### config.mk
export PLATFORM = sky130hd
export DESIGN_NAME = gpio_edge_detect_registers_top
export DESIGN_NICKNAME = d
export VERILOG_FILES = /design/src/rtl/gpio_ed_pkg.sv /design/src/rtl/gpio_ed_in_stage.sv /design/src/rtl/gpio_ed_core.sv /design/src/rtl/gpio_ed_out_stage.sv /design/src/rtl/gpio_edge_detect_registers_top.sv
export SDC_FILE = /design/constraint.sdc
export NUM_CORES = 1
export LEC_CHECK = 0
export BUFFER_PORTS_ARGS = -buffer_cell sky130_fd_sc_hd__buf_2
export CORE_MARGIN = 1
export CORE_UTILIZATION = 39
export DETAILED_ROUTE_END_ITERATION = 10
export PLACE_DENSITY_LB_ADDON = 0.25
export SYNTH_ARGS = -nofsm -noshare
export SYNTH_HDL_FRONTEND = slang
export SYNTH_SLANG_ARGS = --single-unit
### constraint.sdc
create_clock -name aclk -period 2.6 [get_ports aclk]
set_input_delay 0.13 -clock aclk [delete_from_list [all_inputs] [get_ports aclk]]
set_output_delay 0.13 -clock aclk [all_outputs]
set_load 0.01 [all_outputs]
### src/rtl/gpio_ed_pkg.sv
`timescale 1ns / 1ps
`default_nettype none

package gpio_ed_pkg;

    localparam int PIN_COUNT = 28;
    localparam int DATA_W    = 28;
    localparam int TDATA_W   = ((DATA_W + 7) / 8) * 8;
    localparam int S_TUSER_W = 4;
    localparam int M_TUSER_W = 1;

    typedef logic [PIN_COUNT-1:0] pins_t;

    typedef enum logic [2:0] {
        SLOT_LEVEL  = 3'd0,
        SLOT_DIR    = 3'd1,
        SLOT_SET    = 3'd2,
        SLOT_CLEAR  = 3'd3,
        SLOT_RISE   = 3'd4,
        SLOT_FALL   = 3'd5,
        SLOT_EDGE   = 3'd6,
        SLOT_ALTFN  = 3'd7
    } slot_e;

    typedef struct packed {
        logic              is_write;
        slot_e             slot;
        logic [DATA_W-1:0] wdata;
    } access_t;

    typedef struct packed {
        logic [DATA_W-1:0] rdata;
        logic              err;
    } result_t;

    // Map a bus word onto pins; bits above either width are dropped.
    function automatic pins_t to_pins(input logic [DATA_W-1:0] word);
        pins_t p;
        p = '0;
        for (int i = 0; i < PIN_COUNT; i++) begin
            if (i < DATA_W) begin
                p[i] = word[i];
            end
        end
        return p;
    endfunction

    function automatic logic [DATA_W-1:0] to_word(input pins_t p);
        logic [DATA_W-1:0] w;
        w = '0;
        for (int i = 0; i < DATA_W; i++) begin
            if (i < PIN_COUNT) begin
                w[i] = p[i];
            end
        end
        return w;
    endfunction

endpackage

`default_nettype wire

### src/rtl/gpio_ed_in_stage.sv
`timescale 1ns / 1ps
`default_nettype none

module gpio_ed_in_stage (
    input  wire logic                         aclk,
    input  wire logic                         aresetn,
    input  wire logic                         s_tvalid,
    output logic                              s_tready,
    input  wire logic [gpio_ed_pkg::TDATA_W-1:0]   s_tdata,
    input  wire logic [gpio_ed_pkg::S_TUSER_W-1:0] s_tuser,
    input  wire logic                         advance,
    output logic                              in_valid,
    output gpio_ed_pkg::access_t              access
);
    import gpio_ed_pkg::*;

    logic    in_valid_reg;
    logic    in_valid_next;
    access_t access_reg;
    logic    s_beat;

    assign s_tready = !in_valid_reg || advance;
    assign s_beat   = s_tvalid && s_tready;

    always_comb begin
        in_valid_next = in_valid_reg;
        if (s_beat) begin
            in_valid_next = 1'b1;
        end else if (advance) begin
            in_valid_next = 1'b0;
        end
    end

    always_ff @(posedge aclk) begin
        if (!aresetn) begin
            in_valid_reg <= 1'b0;
        end else begin
            in_valid_reg <= in_valid_next;
        end
    end

    always_ff @(posedge aclk) begin
        if (s_beat) begin
            access_reg.is_write <= s_tuser[0];
            access_reg.slot     <= slot_e'(s_tuser[3:1]);
            access_reg.wdata    <= s_tdata[DATA_W-1:0];
        end
    end

    assign in_valid = in_valid_reg;
    assign access   = access_reg;

endmodule

`default_nettype wire

### src/rtl/gpio_ed_core.sv
`timescale 1ns / 1ps
`default_nettype none

module gpio_ed_core (
    input  wire logic                 aclk,
    input  wire logic                 aresetn,
    input  wire logic                 fire,
    input  wire gpio_ed_pkg::access_t access,
    output gpio_ed_pkg::result_t      result
);
    import gpio_ed_pkg::*;

    pins_t level_reg, level_next;
    pins_t dir_reg,   dir_next;
    pins_t rise_reg,  rise_next;
    pins_t fall_reg,  fall_next;
    pins_t edge_reg,  edge_next;
    pins_t altfn_reg, altfn_next;

    pins_t data;
    pins_t drive;
    pins_t rd_pins;
    logic  err;

    assign data  = to_pins(access.wdata);
    assign drive = dir_reg & data;

    always_comb begin
        level_next = level_reg;
        dir_next   = dir_reg;
        rise_next  = rise_reg;
        fall_next  = fall_reg;
        edge_next  = edge_reg;
        altfn_next = altfn_reg;
        rd_pins    = '0;
        err        = 1'b0;
        if (!access.is_write) begin
            unique case (access.slot)
                SLOT_LEVEL: rd_pins = level_reg;
                SLOT_DIR:   rd_pins = dir_reg;
                SLOT_RISE:  rd_pins = rise_reg;
                SLOT_FALL:  rd_pins = fall_reg;
                SLOT_EDGE:  rd_pins = edge_reg;
                SLOT_ALTFN: rd_pins = altfn_reg;
                default:    err     = 1'b1;
            endcase
        end else begin
            unique case (access.slot)
                SLOT_LEVEL: err = 1'b1;
                SLOT_DIR:   dir_next = data;
                SLOT_SET: begin
                    // latch rising edges on output pins driven high
                    level_next = level_reg | drive;
                    edge_next  = edge_reg | (rise_reg & drive & ~level_reg);
                end
                SLOT_CLEAR: begin
                    level_next = level_reg & ~drive;
                    edge_next  = edge_reg | (fall_reg & drive & level_reg);
                end
                SLOT_RISE:  rise_next  = data;
                SLOT_FALL:  fall_next  = data;
                SLOT_EDGE:  edge_next  = edge_reg & ~data;
                default:    altfn_next = data;
            endcase
        end
    end

    always_ff @(posedge aclk) begin
        if (!aresetn) begin
            level_reg <= '0;
            dir_reg   <= '0;
            rise_reg  <= '0;
            fall_reg  <= '0;
            edge_reg  <= '0;
            altfn_reg <= '0;
        end else if (fire) begin
            level_reg <= level_next;
            dir_reg   <= dir_next;
            rise_reg  <= rise_next;
            fall_reg  <= fall_next;
            edge_reg  <= edge_next;
            altfn_reg <= altfn_next;
        end
    end

    assign result.rdata = to_word(rd_pins);
    assign result.err   = err;

endmodule

`default_nettype wire

### src/rtl/gpio_ed_out_stage.sv
`timescale 1ns / 1ps
`default_nettype none

module gpio_ed_out_stage (
    input  wire logic                          aclk,
    input  wire logic                          aresetn,
    input  wire logic                          in_valid,
    input  wire gpio_ed_pkg::result_t          result,
    output logic                               advance,
    output logic                               m_tvalid,
    input  wire logic                          m_tready,
    output logic [gpio_ed_pkg::TDATA_W-1:0]    m_tdata,
    output logic [gpio_ed_pkg::M_TUSER_W-1:0]  m_tuser
);
    import gpio_ed_pkg::*;

    logic    out_valid_reg;
    logic    out_valid_next;
    result_t result_reg;

    // move the held access forward when the result slot is free or draining
    assign advance = in_valid && (!out_valid_reg || m_tready);

    always_comb begin
        out_valid_next = out_valid_reg;
        if (advance) begin
            out_valid_next = 1'b1;
        end else if (m_tready) begin
            out_valid_next = 1'b0;
        end
    end

    always_ff @(posedge aclk) begin
        if (!aresetn) begin
            out_valid_reg <= 1'b0;
        end else begin
            out_valid_reg <= out_valid_next;
        end
    end

    always_ff @(posedge aclk) begin
        if (advance) begin
            result_reg <= result;
        end
    end

    assign m_tvalid = out_valid_reg;
    assign m_tdata  = {{(TDATA_W - DATA_W){1'b0}}, result_reg.rdata};
    assign m_tuser  = result_reg.err;

endmodule

`default_nettype wire

### src/rtl/gpio_edge_detect_registers_top.sv
`timescale 1ns / 1ps
`default_nettype none

// GPIO register block with set/clear outputs and edge detection. Each input
// beat is one bus access (read or write to one of eight slots: level,
// direction, set, clear, rise enable, fall enable, edge status, alternate
// function) and yields exactly one result beat carrying the read data and an
// error flag; reads of set/clear and writes of level are flagged and change
// nothing. An access passes through an input register and a result register;
// it moves on to the result register when that is free or draining, and its
// result is then presented on m_tvalid. A new access is accepted every cycle
// while the result side keeps draining, so throughput is one access per clock,
// set by the single read-modify-write of the pin state registers.
module gpio_edge_detect_registers_top (
    input  wire logic                               aclk,
    input  wire logic                               aresetn,
    input  wire logic                               s_tvalid,
    output logic                                    s_tready,
    // write_data[27:0], zero pad above
    input  wire logic [gpio_ed_pkg::TDATA_W-1:0]    s_tdata,
    // func[0], reg_slot[3:1]
    input  wire logic [gpio_ed_pkg::S_TUSER_W-1:0]  s_tuser,
    output logic                                    m_tvalid,
    input  wire logic                               m_tready,
    // read_data[27:0], zero pad above
    output logic [gpio_ed_pkg::TDATA_W-1:0]         m_tdata,
    // access_error[0]
    output logic [gpio_ed_pkg::M_TUSER_W-1:0]       m_tuser
);
    import gpio_ed_pkg::*;

    logic    advance;
    logic    in_valid;
    access_t access;
    result_t result;

    gpio_ed_in_stage u_in_stage (
        .aclk     (aclk),
        .aresetn  (aresetn),
        .s_tvalid (s_tvalid),
        .s_tready (s_tready),
        .s_tdata  (s_tdata),
        .s_tuser  (s_tuser),
        .advance  (advance),
        .in_valid (in_valid),
        .access   (access)
    );

    gpio_ed_core u_core (
        .aclk    (aclk),
        .aresetn (aresetn),
        .fire    (advance),
        .access  (access),
        .result  (result)
    );

    gpio_ed_out_stage u_out_stage (
        .aclk     (aclk),
        .aresetn  (aresetn),
        .in_valid (in_valid),
        .result   (result),
        .advance  (advance),
        .m_tvalid (m_tvalid),
        .m_tready (m_tready),
        .m_tdata  (m_tdata),
        .m_tuser  (m_tuser)
    );

endmodule

`default_nettype wire

==> flow_summary.yaml, run 1 <==
synthesis:
  yosysWarnings: 0
  ys_seq_elements: 231
  yosysSeqAreaShare_pct: 48.1
  syn_inst: 1048
  synth_edf_count: 61
  synthFlopType: "dfxtp_1"
  syn_area_mm2: 0.0109
  synth.distinct_cells: 49
  syn_area_per_cell_um2: 10.4
  synthArstFlopShare_pct: 0
die:
  die_y_um: 169
  start_util_pct: 40.0
  fp.dieW_um: 169
  die_area_mm2: 0.0286
  io_pins: 75
  core_area_mm2: 0.0272
  rows: 60
sta:
  post-route-period-util_pct: 81.6
  skew_ns: 0.0134
  fmax_mhz: 471
  max-slew-margin-rel_pct: 46.5
  period_needed_ns: 2.12
  setup_viol: 0
  tightest_slew_ns: 0.803
  report.final.slew_viol_count: 0
  rsz0062_at_grt: "no"
  setup_total_negative_slack_ns: 0
  final_hold_viol_count: 0
clocking:
  cts_buffers: 27
  cts.sinks: 231
  cts_resized: 0
  clk_pin_slew_ns: 0.06
  clk_latency_ns: 0.54
  htree_levels: 1
  cts_tree: "done"
  root_buffer: "clkbuf_16"
  cts_buffer_depth: 3
final_layout:
  final_cell_mix: "196 x nand2_1, 170 x dfxtp_1, 125 x mux2i_1"
  antennaDiodeCount: 0
  area_delta_synth_final_pct: 18.2
  mostFrequentLayoutCell: "nand2_1"
  nNetsFinal: 1161
  final_cells: 1514
  drive_gt1_share_pct: 17.2
place:
  portBuffers: 66
  hpwl_um: 19200
  dp_cells: 1431
  gp_congestion: 0.806
worst_setup_path:
  r2r_slack_ns: 0.48
  crit_path_max_incr_delay_ns: 0.61
  r2r_cells: 4
  reg2reg_from: "u_in_stage.access[31]"
  worst-endpoint-arrival_ns: 2.55
  crit_buf_inv: 1
  cp_max_fo: 11
  crit_path_start_kind: "flop"
  cp.depth: 4
  crit_required_ns: 3.03
  crit_slowest_cell: "edfxtp_1"
  path_delay_family: "simple AND/OR/NAND/NOR gates"
  crit_chain: "and2_1 > buf_4 > nand2_1 > o311a_1"
  worstSetupEndpointType: "flop"
  worstSetupStartpoint: "u_in_stage.access[31]"
  crit_type: "reg -> reg"
pwr:
  power_density_mw_per_mm2: 645
  leakagePower_nw: 5.09
  ir_drop_uv: 385
routing:
  vias: 8770
  drt_iter0_markers: 712
  routed_wl_um: 31600
  routedWlPerCell_um: 20.9
  detail-route-antenna-nets: 0
  drc: 0
  vias_per_cell: 5.79
  firstDrtPassIters: 8
run_status:
  status: "completed"
grt:
  grt_pass1_vias: 8643
  grt_usage_pct: 22.2
  grt_overflow_total: 0
  grt_max_degree: 169
  grt_first_pass_wirelength_um: 49500
  antenna_found_initial: 0
hold_path:
  min_path_type: "in -> reg"
  hold_start: "aresetn"
flow_run:
  maxCapViolations: 0
## layout make-up
| cell class | count | area (µm²) |
|---|---|---|
| fill | 2574 | 14300 |
| sequential | 231 | 5240 |
| multi-input combinational | 692 | 5080 |
| timing repair buffer | 149 | 1090 |
| clock buffer | 32 | 714 |
| tap | 372 | 465 |
| clock inverter | 18 | 201 |
| inverter | 20 | 75.1 |
## worst reg2reg max path: cells and delay by family (launching register included)
kind | cells | cell delay, ns
DFF | 1 | 0.61
AOI/OAI and AO/OA | 1 | 0.38
buffers and inverters | 1 | 0.29
and+or+nand+nor | 2 | 0.73
## cell usage after synthesis, types with 27 or more instances
library cell / count / area share (%)
clkbuf_1: 57 / 2.0
a21oi_1: 31 / 1.4
edfxtp_1: 61 / 17
nand2b_1: 32 / 1.8
o31ai_1: 32 / 2.2
nand2_1: 196 / 6.8
nand4_1: 35 / 2.0
dfxtp_1: 170 / 31
nor4_1: 28 / 1.6
buf_2: 27 / 1.2
mux2i_1: 125 / 11
## stage by stage
| stage | power, mW | util (%) | setup WS, ns | instance area, µm² | hold WS, ns |
|---|---|---|---|---|---|
| 5_1_grt | 8.53 | 47.3 | 0.420 | 12900 | 0.159 |
| 3_3_place_gp | 4.41 | 42.7 | 0.523 | 11600 | 0.308 |
| 3_5_place_dp | 4.41 | 42.7 | 0.502 | 11600 | 0.308 |
| 2_1_floorplan | 4.19 | - | 0.0942 | 10900 | 0.229 |
| 6_report | 8.29 | 47.3 | 0.479 | 12900 | 0.144 |
| 4_1_cts | 8.37 | 47.3 | 0.491 | 12900 | 0.131 |
## report_power, final
group	internal (mW)	total, mW	switching, mW
clock network	2.36	3.91	1.55
registers	3.76	3.82	0.0598
logic	0.187	0.561	0.374
total	6.30	8.29	1.99
## layer usage
layer	vias up	track usage (%)	part of all wire [%]
li1	4107	-	-
met2	308	35.7	46
met1	4284	30.0	44
met4	0	9.52	3.8
met3	71	2.95	6.0
met5	-	0	0
## what timing repair did
action,in CTS,in global routing
setup buffers,0,0
endpoints found under the hold margin,33,0
hold buffers,33,0
## how the worst min path moves through the flow
stage                                        to  cells after the start  slack (ns)
after floorplan            u_in_stage.access[0]                      0        0.23
after global placement    u_in_stage.access[13]                      1        0.31
after detailed placement  u_in_stage.access[13]                      1        0.31
after CTS                   u_core.edge_reg[26]                      4        0.13
after global routing        u_core.edge_reg[26]                      4        0.16
final                       u_core.edge_reg[26]                      4        0.14
## cell families (layout without fill, tap and decap cells)
kind of cell	Yosys count	count (layout)	share of synthesized area (%)
simple gates	331	331	14.9
mux	165	165	17.0
other cells	1	4	0.0345
buf+inv	128	219	5.63
flops	231	231	48.1
compound gates	192	192	14.3
(Power assumes the default switching activity.)
==> inputs of run 2 (changes only) <==
- ABC_AREA: not set -> 1
- clock period: 2.6 -> 1.91 ns (I/O delays scaled with it)
==> run 2 against run 1 <==
  * Synthesized area up 2.1%
  * Utilization up 0.091 points
  * Critical path type unchanged
  * Worst setup slack worse by 0.45 ns
  * Non-clock buffer count up 12
  * Flip-flop and latch count unchanged
  * Register-to-register slack worse by 0.45 ns
  * Sequential share of layout area down 1.2 points
  * Final cell count up 39%
  * Via count up 19%
  * Power up 32%
  * Synthesized cell count up 53%
  * Highest routed layer unchanged
==> flow_summary.yaml, run 2 <==
run_status:
  status: "completed"
synthesis:
  synth-simple-area-share_pct: 31.6
  synthTopCellsByCount: "370 x nand2_1, 340 x nor2_1, 172 x inv_1"
  synth_area_leaders: "dfxtp_1 31%, edfxtp_1 16%, nand2_1 12%"
  yosysWarnings: 0
  syn_area_mm2: 0.0111
  yosysSeqAreaShare_pct: 47.1
  syn_area_per_cell_um2: 6.95
  syn_inst: 1599
  synth.distinct_cells: 24
  synth.most_common_cell: "nand2_1"
  synth_top_area_share_pct: 30.6
  synthMuxAreaShare_pct: 0
  ys_seq_elements: 231
  yosys.area_share.xor_xnor_pct: 0
  synthArstFlopShare_pct: 0
  synth-adder-area-share_pct: 0
  synthFlopType: "dfxtp_1"
  synth_edf_count: 61
  synth_top_family_by_area: "simple AND/OR/NAND/NOR gates"
  synth_top_cell_by_area: "dfxtp_1"
  synth_compound_area_share_pct: 10.3
place:
  dpl_worst_slack_ns: 0.0912
  portBuffers: 66
  gp_congestion: 0.820
  hpwl_um: 20500
  postPlaceCellArea_mm2: 0.0120
routing:
  drc: 0
  detail-route-antenna-nets: 0
  drt_iter0_markers: 924
  vias_per_cell: 4.95
  vias: 10400
  routedWlPerCell_um: 15.6
  routed_wl_um: 32600
  firstDrtPassIters: 7
grt:
  grt_max_degree: 50
  grt_pass1_vias: 9407
  grt_overflow_total: 0
  grt_usage_pct: 22.5
  grt_first_pass_wirelength_um: 50700
  antenna_found_initial: 0
sta:
  fin_ws_ns: 0.0324
  setup_viol: 0
  final_hold_viol_count: 0
  report.final.slew_viol_count: 0
  setup_total_negative_slack_ns: 0
  post-route-period-util_pct: 98.3
  period_needed_ns: 1.88
  fmax_mhz: 533
  skew_ns: 0.0132
worst_setup_path:
  crit_chain: "nand3_1 > nand2_1 > dlygate4sd3_1 > a21oi_1 > dlygate4sd3_1"
  r2r_slack_ns: 0.03
  cp_common_cell: "dlygate4sd3_1"
  r2r_cells: 5
  worstSetupEndpointType: "flop"
  crit_required_ns: 2.32
  worstSetupStartpoint: "u_out_stage.m_tvalid"
  crit_type: "reg -> reg"
  crit_buf_inv: 2
  cp_max_fo: 3
  worst-endpoint-arrival_ns: 2.28
  r2r-end: "u_in_stage.in_valid"
  crit_path_max_incr_delay_ns: 0.57
  crit_slowest_cell: "dlygate4sd3_1"
  crit_path_start_kind: "flop"
  path_delay_family: "buffers and inverters"
  reg2reg_from: "u_out_stage.m_tvalid"
clocking:
  htree_levels: 1
  cts_buffers: 27
  clk_pin_slew_ns: 0.06
  cts_tree: "done"
  cts_buffer_depth: 3
  clk_latency_ns: 0.53
  root_buffer: "clkbuf_16"
  cts.sinks: 231
die:
  fp.dieW_um: 171
  die_y_um: 171
  die_area_mm2: 0.0292
  rows: 61
  io_pins: 75
  start_util_pct: 39.8
  core_area_mm2: 0.0279
final_layout:
  area_delta_synth_final_pct: 19.2
  mostFrequentLayoutCell: "nand2_1"
  final_cell_mix: "370 x nand2_1, 338 x nor2_1, 172 x inv_1"
  antennaDiodeCount: 0
  fillCellCount: 2813
  fin_area_mm2: 0.0132
  nNetsFinal: 1740
  drive_gt1_share_pct: 11.3
  fin_util_pct: 47.4
pwr:
  power_density_mw_per_mm2: 828
  ir_drop_uv: 719
  fin_total_pwr_mw: 11.0
  leakagePower_nw: 5.35
hold_path:
  hold_path_depth: 3
  min_path_type: "in -> reg"
  hold_start: "aresetn"
flow_run:
  maxCapViolations: 0
## run 2: cell types whose count changed after synthesis, sizes merged, moves of 29 or more
cell,delta
a21oi,+84
clkbuf,-33
inv,+160
mux2i,-125
nand2,+179
nand2b,-32
nand3,+145
nand4,-35
nor2,+340
nor4,-29
o21ai,+113
o31ai,-32
## run 2: tightest hold or removal path, delay by kind of cell
family                 cells  cell delay [ns]
AND/OR/NAND/NOR            2             0.15
buffers and inverters      1             0.25
## run 2: metrics by stage
stage | hold slack (ns) | cells
6_report | 0.0249 | 2098
5_1_grt | 0.0307 | 2098
4_1_cts | 0.0101 | 2097
3_5_place_dp | 0.274 | 2012
3_3_place_gp | 0.273 | 2012
2_1_floorplan | 0.194 | 1602
## run 2: cell families (layout without fill, tap and decap cells)
logic type | count (synthesis) | after routing
AOI/OAI and AO/OA | 228 | 228
and+or+nand+nor | 868 | 868
buffers and inverters | 271 | 389
DFF | 231 | 231
other | 1 | 4
## run 2: worst max-delay path by stage
stage	to	cells past startpoint
after global placement	u_core.rise_reg[4]	7
after floorplan	u_in_stage.access[0]	3
final	u_in_stage.in_valid	5
after detailed placement	u_core.fall_reg[10]	7
after CTS	u_in_stage.in_valid	5
after global routing	u_in_stage.in_valid	5
## run 2: final cells by class
type,instances,area (µm²),share of cell area [%]
Clock buffer,35,746,5.63
Inverter,179,674,5.09
Multi-Input combinational cell,1100,4700,35.5
Tap cell,378,473,3.57
Timing Repair Buffer,161,1300,9.81
Clock inverter,14,121,0.916
Sequential cell,231,5240,39.5
## run 2: per-layer routing
metal / vias to the layer above / global-route usage, % / share of wire [%]
met5: - / 0 / 0
met2: 344 / 38.0 / 47
met1: 4773 / 29.4 / 43
met4: 0 / 7.65 / 2.9
met3: 65 / 3.19 / 6.8
li1: 5211 / - / -
## run 2: power by group
| group | internal (mW) | switching, mW |
|---|---|---|
| registers | 5.12 | 0.0984 |
| logic | 0.245 | 0.456 |
| clock network | 3.00 | 2.04 |
| total | 8.37 | 2.59 |
## run 2: repair_timing
item,4_1_cts,5_1_grt
setup endpoints to repair,0,25
resized for setup,0,4
buffers inserted,0,1
endpoints found under the hold margin,34,0
hold buffers,36,0
==> inputs of run 3 (changes only) <==
- REMOVE_ABC_BUFFERS: not set -> 1
==> run 3 against run 2 <==
  * Global-route usage increased by 0.34 points
  * Sequential share of layout area decreased by 0.10 points
  * Final cell count increased by 0.19%
  * Maximum frequency increased by 1.3%
==> flow_summary.yaml, run 3 (synthesis gave the netlist of run 2 again) <==
run_status:
  status: "completed"
worst_setup_path:
  crit_required_ns: 2.25
  r2r_cells: 8
  reg2reg_from: "u_in_stage.access[29]"
  crit_path_start_kind: "flop"
  cp_max_fo: 7
  worstSetupEndpointType: "flop"
  crit_path_end: "u_out_stage.m_tdata[5]"
  r2r-end: "u_out_stage.m_tdata[5]"
  r2r_slack_ns: 0.06
  worstSetupStartpoint: "u_in_stage.access[29]"
  worst-endpoint-arrival_ns: 2.20
  crit_type: "reg -> reg"
place:
  portBuffers: 66
  dp_cells: 2014
  hpwl_um: 20300
  gp_congestion: 0.818
sta:
  final_hold_viol_count: 0
  hold_ws_ns: 0.268
  report.final.slew_viol_count: 0
  post-route-period-util_pct: 97.0
  setup_viol: 0
  setup_total_negative_slack_ns: 0
  skew_ns: 0.0174
  fmax_mhz: 540
  period_needed_ns: 1.85
flow_run:
  maxCapViolations: 0
clocking:
  cts_buffer_depth: 3
  cts_buffers: 26
  cts.sinks: 231
  root_buffer: "clkbuf_16"
  htree_levels: 1
  cts_tree: "done"
  clk_latency_ns: 0.53
  clk_pin_slew_ns: 0.06
die:
  rows: 61
  fp.dieW_um: 171
  io_pins: 75
  die_y_um: 171
  start_util_pct: 39.8
  core_area_mm2: 0.0279
  die_area_mm2: 0.0292
routing:
  drt_iter0_markers: 811
  vias: 10300
  vias_per_cell: 4.88
  routedWlPerCell_um: 15.5
  firstDrtPassIters: 6
  detail-route-antenna-nets: 0
  drc: 0
  routed_wl_um: 32600
final_layout:
  final_cell_mix: "370 x nand2_1, 338 x nor2_1, 171 x inv_1"
  nNetsFinal: 1744
  mostFrequentLayoutCell: "nand2_1"
  area_delta_synth_final_pct: 19.4
  fin_util_pct: 47.5
  antennaDiodeCount: 0
  drive_gt1_share_pct: 11.1
  final_cells: 2102
pwr:
  leakagePower_nw: 5.36
  ir_drop_uv: 620
  swShare_pct: 23.2
  fin_total_pwr_mw: 11.0
  clockPowerShare_pct: 45.9
  comb_power_share_pct: 6.4
  seqPwrFrac_pct: 47.6
  p_int_mw: 8.43
  power.switching_mw: 2.54
  power_density_mw_per_mm2: 826
grt:
  grt_pass1_vias: 9563
  grt_first_pass_wirelength_um: 51400
  grt_max_degree: 51
  grt_overflow_total: 0
  antenna_found_initial: 0
  grt_usage_pct: 22.8
hold_path:
  min_path_type: "in -> reg"
run 3: changes by cell type in the layout (fill, tap and decap cells not counted):
cell and delta:
buf_4 +4, buf_6 +1, clkbuf_1 +4, clkbuf_8 +1, clkinv_1 +2, clkinv_2 -7
clkinvlp_4 -1, dfxtp_1 +1, dfxtp_2 -1, inv_1 -1, inv_6 +1, nand3_2 +1
nand3_4 -1
run 3: how the worst min path moves through the flow:
stage                           start               endpoint  slack [ns]  cells after the start
after floorplan            s_tdata[0]   u_in_stage.access[0]        0.19                      0
after global placement     s_tdata[4]   u_in_stage.access[4]        0.27                      1
after detailed placement  s_tdata[21]  u_in_stage.access[21]        0.27                      1
after CTS                 s_tdata[17]  u_in_stage.access[17]        0.25                      2
after global routing      s_tdata[23]  u_in_stage.access[23]        0.26                      2
final                      s_tdata[8]   u_in_stage.access[8]        0.27                      2
run 3: worst max-delay path, cell delays in order (launching register included):
cell and delay [ns]:
edfxtp_1 0.53, buf_4 0.21, nor3_4 0.22, buf_4 0.18
buf_4 0.17, nand2_1 0.07, nand2_1 0.06, inv_1 0.03
a21oi_1 0.21
run 3: area by class of cell:
type	instances	area [µm²]
clock inverters	8	91.3
flip-flops and latches	231	5240
well taps	378	473
fillers	2844	14700
clock buffers	40	774
repair buffers	166	1340
inverters	179	674
multi-input cells	1100	4690
run 3: power by group through the flow:
stage	Clock, mW	Sequential [mW]	Combinational, mW
after floorplan	0	5.33	0.245
after global placement	0	5.33	0.633
after detailed placement	0	5.33	0.638
after CTS	5.13	5.23	0.697
after global routing	5.32	5.24	0.768
final	5.03	5.23	0.707
run 3: layer usage:
| layer | vias to the layer above | wire length (µm) | track usage, % |
|---|---|---|---|
| li1 | 5229 | - | - |
| met1 | 4658 | 14800 | 30.7 |
| met2 | 321 | 14900 | 38.3 |
| met3 | 58 | 2050 | 2.71 |
| met4 | 0 | 885 | 6.75 |
| met5 | - | 0 | 0 |
run 3: per-stage QoR:
step | worst slack (ns) | cell area (µm²)
after global placement | 0.139 | 12000
after detailed placement | 0.137 | 12000
final | 0.0569 | 13300
after floorplan | -1.32 | 10600
after CTS | 0.0683 | 13200
after global routing | -0.00608 | 13300
run 3: what timing repair did:
item	4_1_cts	5_1_grt
gates resized for setup	0	3
hold buffers	36	0
hold endpoints to repair	36	0
setup endpoints to repair	0	35
buffers inserted	0	4
